--- config.mk ---
export PLATFORM = sky130hd
export DESIGN_NAME = sorted_list_insert_remove_top_flat
export DESIGN_NICKNAME = d
export VERILOG_FILES = /design/src/rtl/core/sli_pkg.sv /design/src/rtl/core/sli_chan_if.sv /design/src/rtl/core/sli_cell.sv /design/src/rtl/core/sorted_list_insert_remove_top.sv /design/src/flat_wrapper.sv
export SDC_FILE = /design/constraint.sdc
export NUM_CORES = 2
export LEC_CHECK = 0
export BUFFER_PORTS_ARGS = -buffer_cell sky130_fd_sc_hd__buf_2
export CAP_MARGIN = 20
export CORE_MARGIN = 1
export CORE_UTILIZATION = 60
export CTS_BUF_LIST = sky130_fd_sc_hd__clkbuf_8
export CTS_CLUSTER_SIZE = 24
export DETAILED_ROUTE_END_ITERATION = 12
export PLACE_DENSITY = 0.76
export SLEW_MARGIN = 10
export SYNTH_ARGS = -nofsm -noshare
export SYNTH_HDL_FRONTEND = slang
export SYNTH_SLANG_ARGS = --single-unit
--- constraint.sdc ---
create_clock -name clock -period 8.84 [get_ports clock]
set_clock_uncertainty 0.05 [all_clocks]
set_input_delay 0.442 -clock clock [delete_from_list [all_inputs] [get_ports clock]]
set_output_delay 0.442 -clock clock [all_outputs]
set_load 0.05 [all_outputs]
--- src/rtl/core/sli_pkg.sv ---
`timescale 1ns / 1ps
// ----------------------------------------------------------------------------
// sli_pkg
// Shared types and codes for the sorted list block.
// ----------------------------------------------------------------------------
package sli_pkg;

   localparam int OPCODE_W = 2;
   localparam int VALUE_W  = 32;
   localparam int STATUS_W = 2;
   localparam int POS_W    = 5;

   localparam logic [OPCODE_W-1:0] OP_INSERT = 2'd0;
   localparam logic [OPCODE_W-1:0] OP_REMOVE = 2'd1;
   localparam logic [OPCODE_W-1:0] OP_FIND   = 2'd2;

   localparam logic [STATUS_W-1:0] ST_DONE      = 2'd0;
   localparam logic [STATUS_W-1:0] ST_FULL      = 2'd1;
   localparam logic [STATUS_W-1:0] ST_EMPTY     = 2'd2;
   localparam logic [STATUS_W-1:0] ST_NOT_FOUND = 2'd3;

   typedef struct packed {
      logic [OPCODE_W-1:0]       opcode;
      logic signed [VALUE_W-1:0] value;
   } req_type;

   typedef struct packed {
      logic [STATUS_W-1:0] status;
      logic [POS_W-1:0]    position;
      logic [POS_W-1:0]    count;
   } rsp_type;

   // command broadcast to every cell
   typedef struct packed {
      logic capture;
      logic insert;
      logic remove;
   } cell_cmd_type;

endpackage

--- src/rtl/core/sli_chan_if.sv ---
`timescale 1ns / 1ps
// ----------------------------------------------------------------------------
// sli_chan_if
// Valid/ready channel carrying one word of a given payload type.
// ----------------------------------------------------------------------------
interface sli_chan_if #(parameter type PAYLOAD_TYPE = logic) ();
   logic        valid;
   logic        ready;
   PAYLOAD_TYPE data;

   modport source (output valid, output data, input ready);
   modport sink   (input valid, input data, output ready);
endinterface

--- src/rtl/core/sli_cell.sv ---
`timescale 1ns / 1ps
// ----------------------------------------------------------------------------
// sli_cell
// One slot of the sorted list: holds an entry, compares it with the key
// and takes its neighbor's entry on a shift.
// ----------------------------------------------------------------------------
module sli_cell
   import sli_pkg::*;
#(
   parameter int IDX = 0,
   parameter int CW  = 5
) (
   input  logic                      clock,
   input  cell_cmd_type              cmd,
   input  logic signed [VALUE_W-1:0] key,
   input  logic [CW-1:0]             count,
   input  logic                      left_lt,
   input  logic signed [VALUE_W-1:0] left_entry,
   input  logic signed [VALUE_W-1:0] right_entry,
   output logic signed [VALUE_W-1:0] entry,
   output logic                      lt,
   output logic                      at_pos,
   output logic                      hit
);

   logic signed [VALUE_W-1:0] entry_ff, entry_in;
   logic                      lt_ff, eq_ff;
   logic                      occupied;

   assign occupied = count > CW'(IDX);

   always_comb begin
      entry_in = entry_ff;
      if (cmd.insert && !lt_ff) begin
         entry_in = left_lt ? key : left_entry;
      end else if (cmd.remove && !lt_ff) begin
         entry_in = right_entry;
      end
   end

   always_ff @(posedge clock) begin
      entry_ff <= entry_in;
      if (cmd.capture) begin
         lt_ff <= occupied && (entry_ff < key);
         eq_ff <= occupied && (entry_ff == key);
      end
   end

   assign entry  = entry_ff;
   assign lt     = lt_ff;
   assign at_pos = !lt_ff && left_lt;
   assign hit    = at_pos && eq_ff;

endmodule

--- src/rtl/core/sorted_list_insert_remove_top.sv ---
`timescale 1ns / 1ps
// ----------------------------------------------------------------------------
// sorted_list_insert_remove_top
// Ascending list of signed values held in a row of cells; insert, remove
// and find operations, one result word per request word.
// ----------------------------------------------------------------------------
//  channel | dir | payload                      | handshake
//  req     | in  | opcode, value                | valid / ready
//  rsp     | out | status, position, count      | valid / ready
//
//  Each request passes through accept, a compare state in which every cell
//  registers its less/equal flags, and an update state in which the cells
//  shift for an insert or remove and the result word is loaded.
//  The next request is accepted once the update state is done.
//  A stalled rsp holds the update state until the output register frees.
//  Synchronous reset empties the list; entry contents are left as they are.
// ----------------------------------------------------------------------------
module sorted_list_insert_remove_top
   import sli_pkg::*;
#(
   parameter int CAPACITY = 16
) (
   input  logic       clock,
   input  logic       reset,
   sli_chan_if.sink   req,
   sli_chan_if.source rsp
);

   localparam int CW = $clog2(CAPACITY + 1);

   typedef enum logic [2:0] {
      S_IDLE = 3'b001,
      S_CMP  = 3'b010,
      S_UPD  = 3'b100
   } state_type;

   state_type                 state_ff, state_in;
   logic [OPCODE_W-1:0]       op_ff;
   logic signed [VALUE_W-1:0] key_ff;
   logic [CW-1:0]             count_ff, count_in;
   logic                      rsp_valid_ff, rsp_valid_in;
   rsp_type                   rsp_data_ff, rsp_data_in;

   cell_cmd_type              cmd;
   logic signed [VALUE_W-1:0] entry_w [CAPACITY];
   logic [CAPACITY-1:0]       lt_w, at_pos_w, hit_w;
   logic [CW-1:0]             pos_w;
   logic                      slot_free, accept, update, full, found;
   logic [STATUS_W-1:0]       status_w;

   assign req.ready = (state_ff == S_IDLE);
   assign accept    = req.valid && req.ready;
   assign slot_free = !rsp_valid_ff || rsp.ready;
   assign update    = (state_ff == S_UPD) && slot_free;
   assign full      = count_ff == CW'(CAPACITY);
   assign found     = |hit_w;

   always_comb begin
      pos_w = lt_w[CAPACITY-1] ? CW'(CAPACITY) : '0;
      for (int i = 0; i < CAPACITY; i++) begin
         if (at_pos_w[i]) begin
            pos_w = pos_w | CW'(i);
         end
      end
   end

   always_comb begin
      cmd         = '0;
      cmd.capture = (state_ff == S_CMP);
      count_in    = count_ff;
      status_w    = ST_DONE;
      case (op_ff)
         OP_INSERT: begin
            if (full) begin
               status_w = ST_FULL;
            end else begin
               cmd.insert = update;
               count_in   = count_ff + CW'(1);
            end
         end
         OP_REMOVE: begin
            if (count_ff == '0) begin
               status_w = ST_EMPTY;
            end else if (!found) begin
               status_w = ST_NOT_FOUND;
            end else begin
               cmd.remove = update;
               count_in   = count_ff - CW'(1);
            end
         end
         default: begin
            status_w = ST_DONE;
         end
      endcase
   end

   always_comb begin
      state_in = state_ff;
      case (state_ff)
         S_IDLE: begin
            if (accept) state_in = S_CMP;
         end
         S_CMP: begin
            state_in = S_UPD;
         end
         S_UPD: begin
            if (slot_free) state_in = S_IDLE;
         end
         default: begin
            state_in = S_IDLE;
         end
      endcase
   end

   always_comb begin
      rsp_valid_in = rsp_valid_ff && !rsp.ready;
      rsp_data_in  = rsp_data_ff;
      if (update) begin
         rsp_valid_in         = 1'b1;
         rsp_data_in.status   = status_w;
         rsp_data_in.position = POS_W'(pos_w);
         rsp_data_in.count    = POS_W'(count_in);
      end
   end

   always_ff @(posedge clock) begin
      if (reset) begin
         state_ff     <= S_IDLE;
         count_ff     <= '0;
         rsp_valid_ff <= 1'b0;
      end else begin
         state_ff     <= state_in;
         rsp_valid_ff <= rsp_valid_in;
         if (update) count_ff <= count_in;
      end
   end

   always_ff @(posedge clock) begin
      rsp_data_ff <= rsp_data_in;
      if (accept) begin
         op_ff  <= req.data.opcode;
         key_ff <= req.data.value;
      end
   end

   assign rsp.valid = rsp_valid_ff;
   assign rsp.data  = rsp_data_ff;

   for (genvar i = 0; i < CAPACITY; i++) begin : g_cell
      logic                      left_lt;
      logic signed [VALUE_W-1:0] left_entry, right_entry;

      if (i == 0) begin : g_first
         assign left_lt    = 1'b1;
         assign left_entry = key_ff;
      end else begin : g_mid
         assign left_lt    = lt_w[i-1];
         assign left_entry = entry_w[i-1];
      end

      if (i == CAPACITY - 1) begin : g_last
         assign right_entry = entry_w[i];
      end else begin : g_inner
         assign right_entry = entry_w[i+1];
      end

      sli_cell #(
         .IDX (i),
         .CW  (CW)
      ) u_cell (
         .clock       (clock),
         .cmd         (cmd),
         .key         (key_ff),
         .count       (count_ff),
         .left_lt     (left_lt),
         .left_entry  (left_entry),
         .right_entry (right_entry),
         .entry       (entry_w[i]),
         .lt          (lt_w[i]),
         .at_pos      (at_pos_w[i]),
         .hit         (hit_w[i])
      );
   end

endmodule

--- src/flat_wrapper.sv ---
// flat-port wrapper written by rule: the top's interface ports become plain ports
module sorted_list_insert_remove_top_flat import sli_pkg::*;
#(
   parameter int CAPACITY = 16
)
  (clock, reset, req_valid, req_data, req_ready, rsp_valid, rsp_data, rsp_ready);
  sli_chan_if #(.PAYLOAD_TYPE(req_type)) req_i ();
  sli_chan_if #(.PAYLOAD_TYPE(rsp_type)) rsp_i ();
  input  logic clock;
  input  logic reset;
  input wire logic [$bits(req_i.valid)-1:0] req_valid;
  input wire logic [$bits(req_i.data)-1:0] req_data;
  output wire logic [$bits(req_i.ready)-1:0] req_ready;
  output wire logic [$bits(rsp_i.valid)-1:0] rsp_valid;
  output wire logic [$bits(rsp_i.data)-1:0] rsp_data;
  input wire logic [$bits(rsp_i.ready)-1:0] rsp_ready;
  assign req_i.valid = req_valid;
  assign req_i.data = req_data;
  assign req_ready = req_i.ready;
  assign rsp_valid = rsp_i.valid;
  assign rsp_data = rsp_i.data;
  assign rsp_i.ready = rsp_ready;
  sorted_list_insert_remove_top #(.CAPACITY(CAPACITY)) u_core (.clock(clock), .reset(reset), .req(req_i), .rsp(rsp_i));
endmodule
==> impl_metrics.csv <==
group,metric,value,unit
logic_synthesis,synth_mux_area_share,13.2,%
sta,period_share,48.7,%
global_route,met2_usage,50.5,%
power_and_ir_drop,powerDensity,139,nW/um^2
floorplanning,ios,52,
logic_synthesis,synth-xor-area-share,0.0432,%
detailed_routing,drc_errors,0,
logic_synthesis,synth_edf_count,590,
critical_path,crit_fanout,32,
logic_synthesis,syn-num-nets,4386,
clocking,clk_path_buf_depth,3,
min_path,holdPathEnd,"u_core.state_ff[1]",
sta,finalCriticalPeriod,4.30,ns
critical_path,cp_top_family,"simple AND/OR/NAND/NOR gates",
logic_synthesis,synth-simple-area-share,10.9,%
critical_path,cp-start-kind,"register",
cells_and_area,fillers,5260,
cells_and_area,area_growth,8.41,%
clocking,cts_resized,0,
global_route,gr-usage-met1,45.4,%
sta,final-max-slew-violation-count,0,
detailed_routing,routedWlPerCell,23.3,microns
clocking,h-tree-depth,3,
logic_synthesis,synth_cell_types,75,
global_route,grtUsageMet3,5.16,%
critical_path,r2r_start,"u_core.g_cell[12].u_cell.lt",
critical_path,end_kind,"register",
critical_path,path_class,"register to register",
critical_path,arrival,4.59,ns
clocking,clock_latency,0.74,ns
global_route,grt_max_degree,65,
detailed_routing,vias,30700,
logic_synthesis,ys.flop_type,"edfxtp_1",
logic_synthesis,synth_top_area_cell,"edfxtp_1",
clocking,cts_tree,"built",
clocking,hold_buffers,34,
global_route,grt_pass1_wl,171000,microns
logic_synthesis,ys_ff_latch,599,
critical_path,cp.depth,8,
critical_path,rr_endpoint,"u_core.g_cell[13].u_cell.entry[5]",
floorplanning,rows,94,
floorplanning,die_area,68600,sq um
clocking,cts_root_buf,"clkbuf_8",
power_and_ir_drop,vdd_ir_drop_max,0.000106,V
floorplanning,core_area,66300,sq um
critical_path,crit_buf_inv,2,
sta,worst_pin_slew,1.08,ns
power_and_ir_drop,leakage,18.7,nW
global_route,grt_pass1_vias,30100,
sta,max_freq,232,MHz
sta,grt_setup_unrepaired,"false",
logic_synthesis,ys_async_sr_fraction,0,%
logic_synthesis,syn_inst,3831,
status,status,"finished clean",
logic_synthesis,synth_top_family_by_area,"adder cells",
logic_synthesis,syn_area,40500,sq um
clocking,clk_pin_slew_worst_paths,0.06,ns
sta,finalSetupViolCount,0,
critical_path,cp.required,9.13,ns
sta,fin_setup_tns,0,ns
clocking,cts_setup_buffers,0,
global_route,track_usage,32.5,%
global_route,grt_antenna_before_repair,2,
cells_and_area,finalNetCount,4394,
job,maxCapViolCount,0,
sta,hold_viol_final,0,
min_path,holdPathStages,2,
detailed_routing,drt_iter0_markers,3210,
power_and_ir_drop,finalPower,0.00611,W
logic_synthesis,synthTopCellsByArea,"edfxtp_1 44%, ha_1 16%, mux2i_1 11%",
logic_synthesis,yosys_warnings,0,
logic_synthesis,syn_avg_cell_area,10.6,sq um
critical_path,worstPathCellList,"buf_4 -> nor2b_1 -> a32oi_1 -> nand4_1 -> o21a_1 -> o21ai_4 -> buf_16 -> nor2_4",
cells_and_area,drive_gt1_share,9.29,%
detailed_routing,totalWireLength,111000,microns
logic_synthesis,synth-adder-area-share,16.0,%
detailed_routing,dr.pass1.iters,6,
placed_design,io_buffers,51,
clocking,clock-sinks,599,
detailed_routing,ant_nets,0,
critical_path,rr_worst_depth,8,
logic_synthesis,synth_compound_area_share,12.7,%
critical_path,r2r_slack,4.54,ns
critical_path,cp_slowest_cell,"edfxtp_1",
global_route,grt-busiest-layer,"met2",
logic_synthesis,seq_area_frac_synth,44.2,%
global_route,grt-ovfl-total,0,
min_path,hold_start,"reset",
clocking,cts_buffers,105,
logic_synthesis,yosysTopAreaCellShare,43.7,%
sta,slew_headroom,27.9,%
placed_design,place_congestion,0.979,
floorplanning,fp.dieH,262,microns
placed_design,dp_hpwl,83100,microns
floorplanning,dieWidth,262,microns
floorplanning,start_util,61.1,%
critical_path,max_stage_delay,1.05,ns
detailed_routing,via_per_inst,6.41,
min_path,min_path_type,"input pin to register",
sequential cells by signal, indices dropped and copies added (netlist names):
register and count:
u_core.g_cell.u_cell.entry 512, u_core.g_cell.left_entry 32, u_core.g_cell.u_cell.eq_ff 16, u_core.g_cell.u_cell.lt 16, u_core.rsp.data 12, u_core.count_ff 5
u_core.state_ff 3, u_core.op_ff 2, u_core.rsp.valid 1
layout by cell type (no fill, tap or decap), types with 7 or more instances in the layout:
cell / netlist / routed
mux2_2: 71 / 71
a221oi_1: 13 / 13
nor2_1: 96 / 79
a21o_1: 53 / 53
a211oi_1: 10 / 10
buf_4: 2 / 40
nand4_1: 92 / 92
buf_2: 19 / 51
edfxtp_1: 590 / 590
inv_1: 73 / 108
dlygate4sd3_1: 0 / 34
or3_1: 11 / 11
nand3_1: 35 / 32
nor3_1: 30 / 30
clkinv_2: 0 / 18
nor4_1: 17 / 17
nand2_1: 560 / 560
ha_1: 517 / 517
nand2b_1: 11 / 11
a2111oi_0: 15 / 15
clkbuf_8: 0 / 117
and4_1: 18 / 18
clkinv_1: 0 / 20
a31oi_1: 10 / 10
o21bai_1: 7 / 7
nor2_4: 0 / 15
o21a_1: 13 / 13
o21ai_0: 524 / 524
mux2i_1: 453 / 453
nor2b_1: 45 / 45
or2_2: 19 / 19
a21oi_1: 190 / 190
buf_16: 0 / 8
dfxtp_1: 9 / 9
o211ai_1: 21 / 21
power by group:
group	internal [W]	switching, W
combinational	0.000204	0.000315
sequential	0.00309	0.0000599
clock	0.00121	0.00123
total	0.00451	0.00160
kinds of logic (layout without fill, tap and decap cells):
group	after synthesis	after routing
AND/OR/NAND/NOR	968	968
other	0	1
adder cells (fa/ha/maj)	517	517
buffers and inverters	308	406
XOR/XNOR	2	2
flip-flops	599	599
multiplexers	525	525
AO/OA/AOI/OAI	912	912
area by class of cell:
type	instances	area [sq um]	share of cell area (%)
clock inverters	80	352	0.801
multi-input cells	2924	21600	49.1
inverters	75	282	0.641
diodes	1	2.50	0.00570
repair buffers	134	1140	2.59
flip-flops and latches	599	17900	40.8
clock buffers	117	1610	3.67
well taps	864	1080	2.46
synthesized netlist by cell type (10+ instances only):
library cell / instances
a2111oi_0: 15
a211oi_1: 10
a21o_1: 53
a21oi_1: 190
a221oi_1: 13
a31oi_1: 10
and4_1: 18
buf_2: 19
clkbuf_1: 205
edfxtp_1: 590
ha_1: 517
inv_1: 73
mux2_2: 71
mux2i_1: 453
nand2_1: 560
nand2b_1: 11
nand3_1: 35
nand4_1: 92
nor2_1: 96
nor2b_1: 45
nor3_1: 30
nor4_1: 17
o211ai_1: 21
o21a_1: 13
o21ai_0: 524
or2_2: 19
or3_1: 11
worst max-delay path by stage:
stage                                 from                           endpoint  slack (ns)
2_1_floorplan           u_core.count_ff[0]  u_core.g_cell[12].u_cell.entry[0]        5.06
3_3_place_gp   u_core.g_cell[12].u_cell.lt  u_core.g_cell[1].u_cell.entry[11]        4.30
3_5_place_dp   u_core.g_cell[12].u_cell.lt   u_core.g_cell[1].u_cell.entry[5]        4.26
4_1_cts        u_core.g_cell[12].u_cell.lt  u_core.g_cell[1].u_cell.entry[23]        4.20
5_1_grt        u_core.g_cell[12].u_cell.lt  u_core.g_cell[13].u_cell.entry[5]        4.32
6_report       u_core.g_cell[12].u_cell.lt  u_core.g_cell[13].u_cell.entry[5]        4.54
routing by layer:
| layer | up-vias | wire (microns) |
|---|---|---|
| met5 | - | 7 |
| met4 | 2 | 4390 |
| met3 | 256 | 8640 |
| met2 | 1297 | 49300 |
| met1 | 14700 | 49100 |
| li1 | 14500 | - |
through the flow:
step	cell area (sq um)	hold WS [ns]	utilization [%]	setup slack (ns)	cells
2_1_floorplan	40500	0.401	-	5.06	3831
3_3_place_gp	41400	0.471	62.4	4.30	4553
3_5_place_dp	41400	0.470	62.4	4.26	4553
4_1_cts	43700	0.00676	65.8	4.20	4784
5_1_grt	43900	0.0350	66.2	4.32	4794
6_report	43900	0.0558	66.2	4.54	4794
Note: power is estimated with default switching activity, not from simulation.
